--- config.mk ---
export PLATFORM = sky130hd
export DESIGN_NAME = complex_secant_null_balance_top
export DESIGN_NICKNAME = d
export VERILOG_FILES = /design/src/hw/rtl/csnb_pkg.sv /design/src/hw/rtl/csnb_mac.sv /design/src/hw/rtl/csnb_div.sv /design/src/hw/rtl/complex_secant_null_balance_top.sv
export SDC_FILE = /design/constraint.sdc
export NUM_CORES = 2
export LEC_CHECK = 0
export BUFFER_PORTS_ARGS = -buffer_cell sky130_fd_sc_hd__buf_2
export CAP_MARGIN = 20
export CORE_UTILIZATION = 42
export DETAILED_ROUTE_END_ITERATION = 16
export PLACE_DENSITY = 0.68
export SLEW_MARGIN = 20
export SYNTH_ARGS = -nofsm -noshare
export SYNTH_HDL_FRONTEND = slang
export SYNTH_SLANG_ARGS = --single-unit
--- constraint.sdc ---
create_clock -name aclk -period 35.8 [get_ports aclk]
set_clock_uncertainty 0.2 [all_clocks]
set_input_delay 7.16 -clock aclk [delete_from_list [all_inputs] [get_ports aclk]]
set_output_delay 7.16 -clock aclk [all_outputs]
set_load 0.01 [all_outputs]
--- src/hw/rtl/csnb_pkg.sv ---
package csnb_pkg;

    localparam int DATA_WIDTH_DEF = 32;

    // Scaled sensitivity magnitude limit: quotients must stay below 2^Q_W
    localparam int Q_W = 62;

    // Multiply-accumulate request from the sequencer
    typedef struct packed {
        logic start;
        logic clear;
        logic sub;
    } mac_cmd_t;

    // Division request from the sequencer
    typedef struct packed {
        logic start;
    } div_cmd_t;

endpackage

--- src/hw/rtl/csnb_mac.sv ---
module csnb_mac #(
    parameter int DATA_WIDTH = csnb_pkg::DATA_WIDTH_DEF
) (
    input  logic                                  aclk,
    input  logic                                  aresetn,
    input  csnb_pkg::mac_cmd_t                    cmd,
    input  logic signed [63:0]                    op_a,
    input  logic signed [DATA_WIDTH:0]            op_b,
    output logic                                  busy,
    output logic signed [DATA_WIDTH+62:0]         acc
);

    localparam int ACC_W = DATA_WIDTH + 63;

    logic signed [ACC_W-1:0]  a_reg;
    logic signed [ACC_W-1:0]  acc_reg;
    logic [DATA_WIDTH:0]      bmag_reg;
    logic                     neg_reg;
    logic                     busy_reg;

    always_ff @(posedge aclk) begin
        if (!aresetn) begin
            busy_reg <= 1'b0;
        end else if (cmd.start) begin
            a_reg    <= ACC_W'(op_a);
            bmag_reg <= op_b[DATA_WIDTH] ? (DATA_WIDTH+1)'(-op_b) : (DATA_WIDTH+1)'(op_b);
            neg_reg  <= op_b[DATA_WIDTH] ^ cmd.sub;
            if (cmd.clear) begin
                acc_reg <= '0;
            end
            busy_reg <= 1'b1;
        end else if (busy_reg) begin
            // one multiplier bit per cycle, LSB first
            if (bmag_reg[0]) begin
                acc_reg <= neg_reg ? acc_reg - a_reg : acc_reg + a_reg;
            end
            a_reg    <= a_reg <<< 1;
            bmag_reg <= bmag_reg >> 1;
            if (bmag_reg[DATA_WIDTH:1] == '0) begin
                busy_reg <= 1'b0;
            end
        end
    end

    assign busy = busy_reg;
    assign acc  = acc_reg;

endmodule

--- src/hw/rtl/csnb_div.sv ---
module csnb_div #(
    parameter int DATA_WIDTH = csnb_pkg::DATA_WIDTH_DEF
) (
    input  logic                             aclk,
    input  logic                             aresetn,
    input  csnb_pkg::div_cmd_t               cmd,
    input  logic [2*DATA_WIDTH:0]            nmag,
    input  logic [2*DATA_WIDTH:0]            dval,
    output logic                             busy,
    output logic [csnb_pkg::Q_W-1:0]         quot,
    output logic                             ovf
);

    localparam int NM_W  = 2 * DATA_WIDTH + 1;
    localparam int F     = DATA_WIDTH - 2;
    localparam int NW    = NM_W + F;
    localparam int CNT_W = $clog2(NW + 1);
    localparam int Q_W   = csnb_pkg::Q_W;

    logic [NW-1:0]    dvd_reg;
    logic [NM_W-1:0]  d_reg;
    logic [NM_W-1:0]  rem_reg;
    logic [Q_W-1:0]   q_reg;
    logic             ovf_reg;
    logic [CNT_W-1:0] cnt_reg;
    logic             busy_reg;

    logic [NM_W:0]    rem2;
    logic [NM_W:0]    rem_sub;
    logic             ge;
    logic [NM_W-1:0]  rem_new;

    always_comb begin
        rem2    = {rem_reg, dvd_reg[NW-1]};
        rem_sub = rem2 - {1'b0, d_reg};
        ge      = rem2 >= {1'b0, d_reg};
        rem_new = ge ? rem_sub[NM_W-1:0] : rem2[NM_W-1:0];
    end

    always_ff @(posedge aclk) begin
        if (!aresetn) begin
            busy_reg <= 1'b0;
        end else if (cmd.start) begin
            dvd_reg  <= {nmag, F'(0)};
            d_reg    <= dval;
            rem_reg  <= '0;
            q_reg    <= '0;
            ovf_reg  <= 1'b0;
            cnt_reg  <= CNT_W'(NW);
            busy_reg <= 1'b1;
        end else if (busy_reg) begin
            dvd_reg <= dvd_reg << 1;
            rem_reg <= rem_new;
            q_reg   <= {q_reg[Q_W-2:0], ge};
            // a one leaving the top means the quotient reached the limit
            ovf_reg <= ovf_reg | q_reg[Q_W-1];
            cnt_reg <= cnt_reg - 1'b1;
            if (cnt_reg == CNT_W'(1)) begin
                busy_reg <= 1'b0;
            end
        end
    end

    assign busy = busy_reg;
    assign quot = q_reg;
    assign ovf  = ovf_reg;

endmodule

--- src/hw/rtl/complex_secant_null_balance_top.sv ---
// Complex secant null balance. Each input transfer reports the complex stimulus that was
// applied and the detector reading for it; the block answers with one result transfer
// that carries the next stimulus and a status (apply next, balanced, overrange, step limit,
// aborted, singular). All products go through one bit-serial multiply-accumulate unit, which
// finishes early when the multiplier has leading zeros, and the two sensitivity quotients
// go through a restoring divider that yields one bit per cycle. s_tready is high only while
// no item is in work; a result waits in the output register until taken.
module complex_secant_null_balance_top #(
    parameter int DATA_WIDTH = csnb_pkg::DATA_WIDTH_DEF
) (
    input  logic                                        aclk,
    input  logic                                        aresetn,
    // stim_real, stim_imag, resp_real, resp_imag, probe_real, probe_imag, abort
    input  logic [((6*DATA_WIDTH+1+7)/8)*8-1:0]         s_tdata,
    // req_type
    input  logic                                        s_tuser,
    input  logic                                        s_tvalid,
    output logic                                        s_tready,
    // next_real, next_imag, status, step_index
    output logic [((2*DATA_WIDTH+11+7)/8)*8-1:0]        m_tdata,
    output logic                                        m_tvalid,
    input  logic                                        m_tready,
    input  logic                                        cfg_we,
    input  logic [1:0]                                  cfg_index,
    input  logic [61:0]                                 cfg_wdata
);

    localparam int W      = DATA_WIDTH;
    localparam int F      = W - 2;
    localparam int ACC_W  = W + 63;
    localparam int NM_W   = 2 * W + 1;
    localparam int OUT_W  = ((2*W+11+7)/8)*8;
    localparam int Q_W    = csnb_pkg::Q_W;

    localparam logic [1:0] CFG_THRESHOLD = 2'd0;
    localparam logic [1:0] CFG_MAX_AMP   = 2'd1;
    localparam logic [1:0] CFG_MAX_STEPS = 2'd2;

    localparam logic [2:0] ST_APPLY      = 3'd0;
    localparam logic [2:0] ST_BALANCED   = 3'd1;
    localparam logic [2:0] ST_OVERRANGE  = 3'd2;
    localparam logic [2:0] ST_STEP_LIMIT = 3'd3;
    localparam logic [2:0] ST_ABORTED    = 3'd4;
    localparam logic [2:0] ST_SINGULAR   = 3'd5;

    localparam logic signed [W+3:0] SAT_HI = {5'b00000, {(W-1){1'b1}}};
    localparam logic signed [W+3:0] SAT_LO = {5'b11111, {(W-1){1'b0}}};

    typedef enum logic [4:0] {
        S_IDLE, S_DEC, S_SQ2, S_SQ3, S_B2, S_B3,
        S_N1, S_N2, S_N3, S_N4, S_D1, S_D2,
        S_Q0, S_Q1, S_Q2, S_C1, S_C2, S_C3, S_C4, S_C5, S_C6, S_OUT
    } state_t;

    state_t state_reg;

    logic [61:0] thr_reg;
    logic [61:0] amp_reg;
    logic [7:0]  maxs_reg;

    logic signed [W-1:0] sr_reg, si_reg, rr_reg, ri_reg, pr_reg, pi_reg;
    logic signed [W-1:0] prev_sr_reg, prev_si_reg, prev_rr_reg, prev_ri_reg;
    logic signed [W:0]   dsr_reg, dsi_reg, drr_reg, dri_reg;
    logic                abort_reg, first_reg;
    logic [7:0]          cnt_reg;
    logic                run_reg;
    logic                nre_neg_reg, nim_neg_reg;
    logic [NM_W-1:0]     nre_mag_reg, nim_mag_reg, d_reg;
    logic signed [63:0]  kr_reg, ki_reg;
    logic signed [W+2:0] cr_reg, ci_reg;
    logic signed [W-1:0] nxt_r_reg, nxt_i_reg;
    logic                satd_reg;

    logic signed [W-1:0] res_r_reg, res_i_reg;
    logic [2:0]          res_st_reg;
    logic [7:0]          res_idx_reg;

    logic signed [W-1:0] m_r_reg, m_i_reg;
    logic [2:0]          m_st_reg;
    logic [7:0]          m_idx_reg;
    logic                m_tvalid_reg;

    csnb_pkg::mac_cmd_t    mac_cmd;
    logic signed [63:0]    mac_a;
    logic signed [W:0]     mac_b;
    logic                  mac_busy;
    logic signed [ACC_W-1:0] acc;

    csnb_pkg::div_cmd_t    div_cmd;
    logic [NM_W-1:0]       div_n;
    logic                  div_busy;
    logic [Q_W-1:0]        div_q;
    logic                  div_ovf;

    logic                  accept;
    logic [8:0]            k_w;
    logic                  k_limit;
    logic [ACC_W-1:0]      acc_mag;
    logic [ACC_W-1:0]      acc_shr;
    logic [ACC_W-1:0]      shr_lim;
    logic [W+1:0]          shr_v;
    logic signed [W+2:0]   c_val;
    logic signed [W+3:0]   sum_r, sum_i;
    logic signed [W-1:0]   nr_sat, ni_sat;
    logic                  sat_any;
    logic signed [ACC_W-1:0] thr_ext, amp_ext;
    logic                  over_amp;
    logic signed [63:0]    q_signed;

    function automatic logic sat_ovf(input logic signed [W+3:0] v);
        sat_ovf = (v > SAT_HI) || (v < SAT_LO);
    endfunction

    function automatic logic signed [W-1:0] sat_val(input logic signed [W+3:0] v);
        if (v > SAT_HI) begin
            sat_val = SAT_HI[W-1:0];
        end else if (v < SAT_LO) begin
            sat_val = SAT_LO[W-1:0];
        end else begin
            sat_val = v[W-1:0];
        end
    endfunction

    csnb_mac #(.DATA_WIDTH(DATA_WIDTH)) u_mac (
        .aclk    (aclk),
        .aresetn (aresetn),
        .cmd     (mac_cmd),
        .op_a    (mac_a),
        .op_b    (mac_b),
        .busy    (mac_busy),
        .acc     (acc)
    );

    csnb_div #(.DATA_WIDTH(DATA_WIDTH)) u_div (
        .aclk    (aclk),
        .aresetn (aresetn),
        .cmd     (div_cmd),
        .nmag    (div_n),
        .dval    (d_reg),
        .busy    (div_busy),
        .quot    (div_q),
        .ovf     (div_ovf)
    );

    assign s_tready = (state_reg == S_IDLE);
    assign accept   = s_tvalid && (state_reg == S_IDLE);

    always_comb begin
        k_w      = {1'b0, cnt_reg} + 9'd1;
        k_limit  = k_w >= {1'b0, maxs_reg};
        acc_mag  = acc[ACC_W-1] ? ACC_W'(-acc) : ACC_W'(acc);
        // correction: drop F fraction bits, clamp magnitude, restore sign
        acc_shr  = acc_mag >> F;
        shr_lim  = ACC_W'(1) << (W + 1);
        shr_v    = (acc_shr > shr_lim) ? (W+2)'(shr_lim) : (W+2)'(acc_shr);
        c_val    = acc[ACC_W-1] ? -$signed({1'b0, shr_v}) : $signed({1'b0, shr_v});
        if (state_reg == S_DEC) begin
            sum_r = (W+4)'(sr_reg) + (W+4)'(pr_reg);
            sum_i = (W+4)'(si_reg) + (W+4)'(pi_reg);
        end else begin
            sum_r = (W+4)'(sr_reg) - (W+4)'(cr_reg);
            sum_i = (W+4)'(si_reg) - (W+4)'(ci_reg);
        end
        nr_sat   = sat_val(sum_r);
        ni_sat   = sat_val(sum_i);
        sat_any  = sat_ovf(sum_r) || sat_ovf(sum_i);
        thr_ext  = ACC_W'(thr_reg);
        amp_ext  = ACC_W'(amp_reg);
        over_amp = satd_reg || (acc > amp_ext);
        q_signed = 64'(div_q);
    end

    // operand selection for the shared multiply-accumulate unit and start requests for the divider
    always_comb begin
        mac_cmd = '0;
        mac_a   = '0;
        mac_b   = '0;
        div_cmd = '0;
        div_n   = nre_mag_reg;
        if (!mac_busy) begin
            unique case (state_reg)
                S_DEC: begin
                    if (first_reg) begin
                        mac_cmd = '{start: 1'b1, clear: 1'b1, sub: 1'b0};
                        mac_a   = 64'(nr_sat);
                        mac_b   = (W+1)'(nr_sat);
                    end else if (!k_limit) begin
                        mac_cmd = '{start: 1'b1, clear: 1'b1, sub: 1'b0};
                        mac_a   = 64'(rr_reg);
                        mac_b   = (W+1)'(rr_reg);
                    end
                end
                S_SQ2: begin
                    mac_cmd = '{start: 1'b1, clear: 1'b0, sub: 1'b0};
                    mac_a   = 64'(nxt_i_reg);
                    mac_b   = (W+1)'(nxt_i_reg);
                end
                S_B2: begin
                    mac_cmd = '{start: 1'b1, clear: 1'b0, sub: 1'b0};
                    mac_a   = 64'(ri_reg);
                    mac_b   = (W+1)'(ri_reg);
                end
                S_B3: begin
                    if (!(acc <= thr_ext) && !abort_reg
                        && !(drr_reg == '0 && dri_reg == '0)) begin
                        mac_cmd = '{start: 1'b1, clear: 1'b1, sub: 1'b0};
                        mac_a   = 64'(dsr_reg);
                        mac_b   = drr_reg;
                    end
                end
                S_N1: begin
                    mac_cmd = '{start: 1'b1, clear: 1'b0, sub: 1'b0};
                    mac_a   = 64'(dsi_reg);
                    mac_b   = dri_reg;
                end
                S_N2: begin
                    mac_cmd = '{start: 1'b1, clear: 1'b1, sub: 1'b0};
                    mac_a   = 64'(dsi_reg);
                    mac_b   = drr_reg;
                end
                S_N3: begin
                    mac_cmd = '{start: 1'b1, clear: 1'b0, sub: 1'b1};
                    mac_a   = 64'(dsr_reg);
                    mac_b   = dri_reg;
                end
                S_N4: begin
                    mac_cmd = '{start: 1'b1, clear: 1'b1, sub: 1'b0};
                    mac_a   = 64'(drr_reg);
                    mac_b   = drr_reg;
                end
                S_D1: begin
                    mac_cmd = '{start: 1'b1, clear: 1'b0, sub: 1'b0};
                    mac_a   = 64'(dri_reg);
                    mac_b   = dri_reg;
                end
                S_Q0: begin
                    div_cmd.start = 1'b1;
                end
                S_Q1: begin
                    if (!div_busy && !div_ovf) begin
                        div_cmd.start = 1'b1;
                        div_n         = nim_mag_reg;
                    end
                end
                S_C1: begin
                    mac_cmd = '{start: 1'b1, clear: 1'b1, sub: 1'b0};
                    mac_a   = kr_reg;
                    mac_b   = (W+1)'(rr_reg);
                end
                S_C2: begin
                    mac_cmd = '{start: 1'b1, clear: 1'b0, sub: 1'b1};
                    mac_a   = ki_reg;
                    mac_b   = (W+1)'(ri_reg);
                end
                S_C3: begin
                    mac_cmd = '{start: 1'b1, clear: 1'b1, sub: 1'b0};
                    mac_a   = kr_reg;
                    mac_b   = (W+1)'(ri_reg);
                end
                S_C4: begin
                    mac_cmd = '{start: 1'b1, clear: 1'b0, sub: 1'b0};
                    mac_a   = ki_reg;
                    mac_b   = (W+1)'(rr_reg);
                end
                S_C6: begin
                    mac_cmd = '{start: 1'b1, clear: 1'b1, sub: 1'b0};
                    mac_a   = 64'(nr_sat);
                    mac_b   = (W+1)'(nr_sat);
                end
                default: begin
                end
            endcase
        end
    end

    always_ff @(posedge aclk) begin
        if (!aresetn) begin
            state_reg    <= S_IDLE;
            thr_reg      <= '0;
            amp_reg      <= '1;
            maxs_reg     <= 8'd50;
            cnt_reg      <= '0;
            run_reg      <= 1'b0;
            m_tvalid_reg <= 1'b0;
            prev_sr_reg  <= '0;
            prev_si_reg  <= '0;
            prev_rr_reg  <= '0;
            prev_ri_reg  <= '0;
        end else begin
            if (cfg_we) begin
                unique case (cfg_index)
                    CFG_THRESHOLD: thr_reg  <= cfg_wdata;
                    CFG_MAX_AMP:   amp_reg  <= cfg_wdata;
                    CFG_MAX_STEPS: maxs_reg <= cfg_wdata[7:0];
                    default: begin
                    end
                endcase
            end

            // in S_OUT a taken result is replaced by the next one below
            if (m_tready && state_reg != S_OUT) begin
                m_tvalid_reg <= 1'b0;
            end

            unique case (state_reg)
                S_IDLE: begin
                    if (accept) begin
                        sr_reg      <= s_tdata[W-1:0];
                        si_reg      <= s_tdata[2*W-1:W];
                        rr_reg      <= s_tdata[3*W-1:2*W];
                        ri_reg      <= s_tdata[4*W-1:3*W];
                        pr_reg      <= s_tdata[5*W-1:4*W];
                        pi_reg      <= s_tdata[6*W-1:5*W];
                        abort_reg   <= s_tdata[6*W];
                        first_reg   <= !s_tuser || !run_reg;
                        dsr_reg     <= (W+1)'($signed(s_tdata[W-1:0])) - (W+1)'(prev_sr_reg);
                        dsi_reg     <= (W+1)'($signed(s_tdata[2*W-1:W])) - (W+1)'(prev_si_reg);
                        drr_reg     <= (W+1)'($signed(s_tdata[3*W-1:2*W]))
                                       - (W+1)'(prev_rr_reg);
                        dri_reg     <= (W+1)'($signed(s_tdata[4*W-1:3*W]))
                                       - (W+1)'(prev_ri_reg);
                        prev_sr_reg <= s_tdata[W-1:0];
                        prev_si_reg <= s_tdata[2*W-1:W];
                        prev_rr_reg <= s_tdata[3*W-1:2*W];
                        prev_ri_reg <= s_tdata[4*W-1:3*W];
                        state_reg   <= S_DEC;
                    end
                end
                S_DEC: begin
                    if (first_reg) begin
                        nxt_r_reg <= nr_sat;
                        nxt_i_reg <= ni_sat;
                        satd_reg  <= sat_any;
                        state_reg <= S_SQ2;
                    end else if (k_limit) begin
                        res_r_reg   <= sr_reg;
                        res_i_reg   <= si_reg;
                        res_st_reg  <= ST_STEP_LIMIT;
                        res_idx_reg <= cnt_reg;
                        run_reg     <= 1'b0;
                        state_reg   <= S_OUT;
                    end else begin
                        state_reg <= S_B2;
                    end
                end
                S_SQ2: begin
                    if (!mac_busy) begin
                        state_reg <= S_SQ3;
                    end
                end
                S_SQ3: begin
                    if (!mac_busy) begin
                        state_reg <= S_OUT;
                        if (over_amp) begin
                            res_r_reg   <= sr_reg;
                            res_i_reg   <= si_reg;
                            res_st_reg  <= ST_OVERRANGE;
                            res_idx_reg <= first_reg ? 8'd0 : cnt_reg;
                            run_reg     <= 1'b0;
                            if (first_reg) begin
                                cnt_reg <= '0;
                            end
                        end else begin
                            res_r_reg   <= nxt_r_reg;
                            res_i_reg   <= nxt_i_reg;
                            res_st_reg  <= ST_APPLY;
                            res_idx_reg <= first_reg ? 8'd1 : k_w[7:0];
                            cnt_reg     <= first_reg ? 8'd1 : k_w[7:0];
                            run_reg     <= 1'b1;
                        end
                    end
                end
                S_B2: begin
                    if (!mac_busy) begin
                        state_reg <= S_B3;
                    end
                end
                S_B3: begin
                    if (!mac_busy) begin
                        res_r_reg   <= sr_reg;
                        res_i_reg   <= si_reg;
                        res_idx_reg <= cnt_reg;
                        if (acc <= thr_ext) begin
                            res_st_reg <= ST_BALANCED;
                            run_reg    <= 1'b0;
                            state_reg  <= S_OUT;
                        end else if (abort_reg) begin
                            res_st_reg <= ST_ABORTED;
                            run_reg    <= 1'b0;
                            state_reg  <= S_OUT;
                        end else if (drr_reg == '0 && dri_reg == '0) begin
                            res_st_reg <= ST_SINGULAR;
                            run_reg    <= 1'b0;
                            state_reg  <= S_OUT;
                        end else begin
                            state_reg <= S_N1;
                        end
                    end
                end
                S_N1: begin
                    if (!mac_busy) begin
                        state_reg <= S_N2;
                    end
                end
                S_N2: begin
                    if (!mac_busy) begin
                        nre_neg_reg <= acc[ACC_W-1];
                        nre_mag_reg <= acc_mag[NM_W-1:0];
                        state_reg   <= S_N3;
                    end
                end
                S_N3: begin
                    if (!mac_busy) begin
                        state_reg <= S_N4;
                    end
                end
                S_N4: begin
                    if (!mac_busy) begin
                        nim_neg_reg <= acc[ACC_W-1];
                        nim_mag_reg <= acc_mag[NM_W-1:0];
                        state_reg   <= S_D1;
                    end
                end
                S_D1: begin
                    if (!mac_busy) begin
                        state_reg <= S_D2;
                    end
                end
                S_D2: begin
                    if (!mac_busy) begin
                        d_reg     <= acc_mag[NM_W-1:0];
                        state_reg <= S_Q0;
                    end
                end
                S_Q0: begin
                    state_reg <= S_Q1;
                end
                S_Q1: begin
                    if (!div_busy) begin
                        if (div_ovf) begin
                            res_st_reg <= ST_SINGULAR;
                            run_reg    <= 1'b0;
                            state_reg  <= S_OUT;
                        end else begin
                            kr_reg    <= nre_neg_reg ? -q_signed : q_signed;
                            state_reg <= S_Q2;
                        end
                    end
                end
                S_Q2: begin
                    if (!div_busy) begin
                        if (div_ovf) begin
                            res_st_reg <= ST_SINGULAR;
                            run_reg    <= 1'b0;
                            state_reg  <= S_OUT;
                        end else begin
                            ki_reg    <= nim_neg_reg ? -q_signed : q_signed;
                            state_reg <= S_C1;
                        end
                    end
                end
                S_C1: begin
                    state_reg <= S_C2;
                end
                S_C2: begin
                    if (!mac_busy) begin
                        state_reg <= S_C3;
                    end
                end
                S_C3: begin
                    if (!mac_busy) begin
                        cr_reg    <= c_val;
                        state_reg <= S_C4;
                    end
                end
                S_C4: begin
                    if (!mac_busy) begin
                        state_reg <= S_C5;
                    end
                end
                S_C5: begin
                    if (!mac_busy) begin
                        ci_reg    <= c_val;
                        state_reg <= S_C6;
                    end
                end
                S_C6: begin
                    nxt_r_reg <= nr_sat;
                    nxt_i_reg <= ni_sat;
                    satd_reg  <= sat_any;
                    state_reg <= S_SQ2;
                end
                S_OUT: begin
                    // hold the result until the output register is free
                    if (!m_tvalid_reg || m_tready) begin
                        m_r_reg      <= res_r_reg;
                        m_i_reg      <= res_i_reg;
                        m_st_reg     <= res_st_reg;
                        m_idx_reg    <= res_idx_reg;
                        m_tvalid_reg <= 1'b1;
                        state_reg    <= S_IDLE;
                    end
                end
                default: begin
                    state_reg <= S_IDLE;
                end
            endcase
        end
    end

    assign m_tvalid = m_tvalid_reg;
    assign m_tdata  = OUT_W'({m_idx_reg, m_st_reg, m_i_reg, m_r_reg});

endmodule
-- Word level (Yosys, flattened, before mapping)
Cells that the tools add are included.
- register bits: 1731
- input port bits: 270
- output and inout port bits: 82
- add/subtract/negate cells: 17
- $lt $le $gt $ge: 9
- equal/unequal tests: 50
- mux-type cells: 132
- bitwise logic cells: 5
- reductions and logical operators: 66
- operators with widths (operator ; count):
    $mux 95 ; 10
    $pmux 64 s11 ; 1
    $mux 32 ; 16
    $mux 65 ; 5
    $pmux 33 s8 ; 1
    $mux 64 ; 4
    $mux 33 ; 7
    $pmux 32 s3 ; 2
    $mux 62 ; 3
    $sub 32x32->33 ; 4
    $pmux 32 s2 ; 2
    $mux 5 ; 25
    $pmux 5 s22 ; 1
    $add 95x95->95 ; 1
    $gt 95x63->1 ; 1
    $le 95x63->1 ; 1
    $neg 95->95 ; 1
    $sub 95x95->95 ; 1
    $gt 36x32->1 const B ; 2
    $lt 36x32->1 const B ; 2
    $mux 36 ; 2
    $sub 32x35->36 ; 2
    $add 32x32->33 ; 2
    $ge 66x65->1 ; 1
    other kinds (55) ; 182

-- Longest topological paths before layout
- depth in word-level cells: 11
- depth in mapped cells: 30
- mapped depth without buffers: 30

-- By module
Synthesis repeated with hierarchy kept, for this count alone.
- cell total of the unflattened synthesis: 9890
- area total of the unflattened synthesis: 100846.7 µm²
- by module, submodules not included (module ; instances ; cells an instance ; area an instance (µm²)):
    complex_secant_null_balance_top ; 1 ; 6756 ; 68947.4
    csnb_mac ; 1 ; 1885 ; 17280.3
    csnb_div ; 1 ; 1249 ; 14619.0

-- Least setup slack after synthesis
Ideal clock, no wire load.
- path type: in2reg
- from: in aresetn
- to: reg abort_reg, enable pin
- arrival time: 21.140 ns
- setup slack: 13.438 ns
- cell stages on the path: 4
- path buffers: 2
- path through: inv_2 clkbuf_1 clkbuf_1 nor2_1
- cells in the longest elaborated chain, start to end: 1
- ends and longest elaborated chain (element ; line ; RTL):
    from (decl) ; complex_secant_null_balance_top.sv:12 ; input logic aresetn,
    $reduce_and 3->1 (no line) ; n/a ;
    to (signal assigned) ; complex_secant_null_balance_top.sv:314 ; abort_reg <= s_tdata[6*W];
    to (decl) ; complex_secant_null_balance_top.sv:64 ; logic abort_reg, first_reg;
Every way passes these cells.
A chain may end at the register's enable or synchronous reset.

-- Worst setup path after layout
- from: in s_tdata[32]
- to: reg dsi_reg[32] (data pin)
- cells in the longest elaborated chain, start to end: 1
- ends and longest elaborated chain (element ; line ; RTL):
    from (decl) ; complex_secant_null_balance_top.sv:14 ; input logic [((6*DATA_WIDTH+1+7)/8)*8-1:0] s_tdata,
    $sub 32x32->33 ; complex_secant_null_balance_top.sv:317 ; dsi_reg <= (W+1)'($signed(s_tdata[2*W-1:W])) - (W+1)'(prev_si_reg);
    to (signal assigned) ; complex_secant_null_balance_top.sv:317 ;
    to (decl) ; complex_secant_null_balance_top.sv:63 ; logic signed [W:0] dsr_reg, dsi_reg, drr_reg, dri_reg;
Every way passes these cells.

==> reports/metrics.yaml <==
route:
  wl_met2_mm: 135
  highest_layer: "met5"
  ant_nets: 0
  wl_per_cell_um: 25.0
  vias: 74900
  route.detailed.drc: 0
  drt_iter0_markers: 8480
  drt_wl_total_mm: 318
  dr_wl_met3_mm: 26.8
  vias_per_cell: 5.88
  firstDrtPassIters: 9
  drt-met1-wl_mm: 139
place:
  dp_cells: 12400
  gp_congestion: 0.992
  port_buffers: 339
  placed_cell_area_um2: 101000
  dp_worst_setup_slack_ps: 23540
  dp_hpwl_mm: 242
clock_tree:
  cts-root-buf: "clkbuf_16"
  cts_tree: "built"
  clockBufferDepth: 3
  cts_max_level: 4
  tritoncts_num_sinks: 1702
  clk_transition_reported_paths_ps: 60
  numCtsBuffers: 187
  post_cts_buffers: 0
  holdBufCountCts: 0
  clock_latency_ps: 870
  post_cts_resized: 0
worst_setup_path:
  critPathArrivalTime_ps: 11910
  path_max_fanout: 3
  cp-start-kind: "input pin"
  cp.required_ps: 36230
  ff2ff_setup_slack_ps: 26690
  cp-end-kind: "flop"
  crit_type: "in -> reg"
synthesis:
  synth_compound_area_frac: 0.163
  synth_xor_area_frac: 0.0603
  ys_seq_elements: 1702
  synth_fa_ha_area_frac: 0.0756
  avgSynthCellArea_um2: 10.3
  syn_inst: 9301
  yosysWarnings: 0
  ys_seq_area_frac: 0.505
  yosys.area_share.simple: 0.136
  synth.distinct_cells: 96
  synth_edf_count: 1425
  async_flop_share: 0
  muxShareOfSynthArea: 0.0222
  synthFlopType: "edfxtp_1"
  synthesis.area_um2: 95700
  synth_top_family_by_area: "compound AO/OA/AOI/OAI gates"
sta:
  min_period_ps: 11480
  rsz0062_at_grt: "no"
  slew_violations: 0
  worstMarginPinSlew_ps: 1200
  slew-limit-headroom: 0.200
  finalSetupTns_ps: 0
  finalCritPeriodShare: 0.321
  finalHoldViolCount: 0
  fmax_ghz: 0.0871
  fin_ws_ps: 24320
  setup_viol: 0
layout:
  drive_above_1_share: 0.0943
  synthToLayoutAreaGrowth_pct: 11.9
  finalNonFillerCells: 12700
  final_area_um2: 107000
  finalNetCount: 10400
  utilization: 0.475
die:
  row_count: 174
  die_w_um: 479
  core_um2: 226000
  die_h_um: 479
  die_area_um2: 230000
  start_util: 0.424
  io_pins: 352
power:
  p_leak_nw: 40.7
  power_density_nw_per_um2: 85.7
  vdd_drop_max_mv: 0.0585
outcome:
  outcome: "complete, no violations"
global_routing:
  grt_max_degree: 183
  grt_pass1_wl_mm: 461
  antenna_found_initial: 44
  track_usage: 0.269
  grt_pass1_vias: 70100
  gr-total-overflow: 0
hold_path:
  hp-class: "reg -> reg"
flow_run:
  maxCapViolations: 0
-- path summary, 6_finish.rpt --
kind / to / cells past startpoint / startpoint
hold / removal: m_r_reg[15] / 0 / res_r_reg[15]
setup reg to reg: cr_reg[28] / 23 / u_mac.acc[4]
hold reg to reg: m_r_reg[15] / 0 / res_r_reg[15]
setup / recovery: dsi_reg[32] / 20 / s_tdata[32]
-- worst max-delay path, stage by stage --
cell and delay (ps):
buf_2 120, inv_1 50, ha_1 220, fa_1 410, nor2b_1 140, o21ai_0 110
a21boi_0 280, o21ai_0 180, a21boi_0 290, o21ai_0 170, a21boi_0 390, o31a_1 250
nor4_1 80, or4_1 570, a31oi_1 320, a41oi_1 330, nand3_1 200, a31oi_1 150
o21a_1 240, o221a_2 240
-- cell usage after synthesis, types with 104 or more instances --
cell,n,area share
a21o_1,276,0.022
a21oi_1,679,0.036
and2_1,109,0.0071
clkbuf_1,350,0.014
dfxtp_1,277,0.058
edfxtp_1,1425,0.45
ha_1,561,0.073
inv_1,562,0.022
mux2i_1,138,0.014
nand2_1,1097,0.043
nand2b_1,104,0.0068
nand3_1,150,0.0078
nor2_1,622,0.024
nor3_1,176,0.0092
o21ai_0,547,0.029
xnor2_1,485,0.044
xor2_1,174,0.016
-- routing by layer --
layer / track usage / vias to the layer above
li1: - / 34600
met5: 0 / -
met1: 0.381 / 36600
met3: 0.0459 / 512
met2: 0.396 / 3123
met4: 0.132 / 16
-- where the power goes --
group / switching, mW / leakage, nW / internal [mW]
Clock: 0.846 / 3.02 / 1.12
Sequential: 0.379 / 15.3 / 2.75
Combinational: 2.61 / 22.4 / 1.46
Total: 3.84 / 40.7 / 5.33
-- through the flow --
step           power (mW)  hold slack, ps
3_3_place_gp         7.04             202
6_report             9.17             213
2_1_floorplan        5.87             200
3_5_place_dp         7.13             205
5_1_grt              9.67             218
4_1_cts              9.11             214
-- final cells by class --
type                       count  area [µm²]
fill                       20600      119000
inverter                     565        2140
clock inverter               118        1240
antenna                       22        55.1
timing repair buffer         447        2520
sequential                  1702       48300
clock buffer                 234        5000
multi-input combinational   6650       44000
tap                         2992        3740
-- kinds of logic (layout without fill, tap and decap cells) --
| group | count (synthesis) | count (layout) |
|---|---|---|
| adder cells (fa/ha/maj) | 572 | 572 |
| XOR/XNOR | 659 | 659 |
| AND/OR/NAND/NOR | 2799 | 2799 |
| multiplexers | 204 | 204 |
| AO/OA/AOI/OAI | 2411 | 2411 |
| buffers and inverters | 953 | 1364 |
| other | 1 | 27 |
| flip-flops | 1702 | 1702 |
-- placed cells by master (no fill, tap or decap), types with 33 or more instances in the layout --
master,n
edfxtp_1,1425
nand2_1,1092
a21oi_1,677
nor2_1,604
inv_1,561
ha_1,561
o21ai_0,541
xnor2_1,485
buf_2,338
dfxtp_1,277
a21o_1,276
clkbuf_16,191
xor2_1,174
nor3_1,172
nand3_1,150
mux2i_1,138
buf_4,108
and2_1,107
nand2b_1,104
o211ai_1,103
or3_1,92
a31oi_1,88
nand4_1,85
nor4_1,81
nor2b_1,74
a211oi_1,74
and3_1,72
mux2_2,66
a221oi_1,65
o21a_1,64
a222oi_1,60
o31ai_1,59
a22oi_1,50
a21boi_0,42
o21bai_1,41
clkbuf_1,37
clkinv_1,34
or2_2,33
clkinv_2,33
No activity file was read; power rests on OpenSTA's default activity.
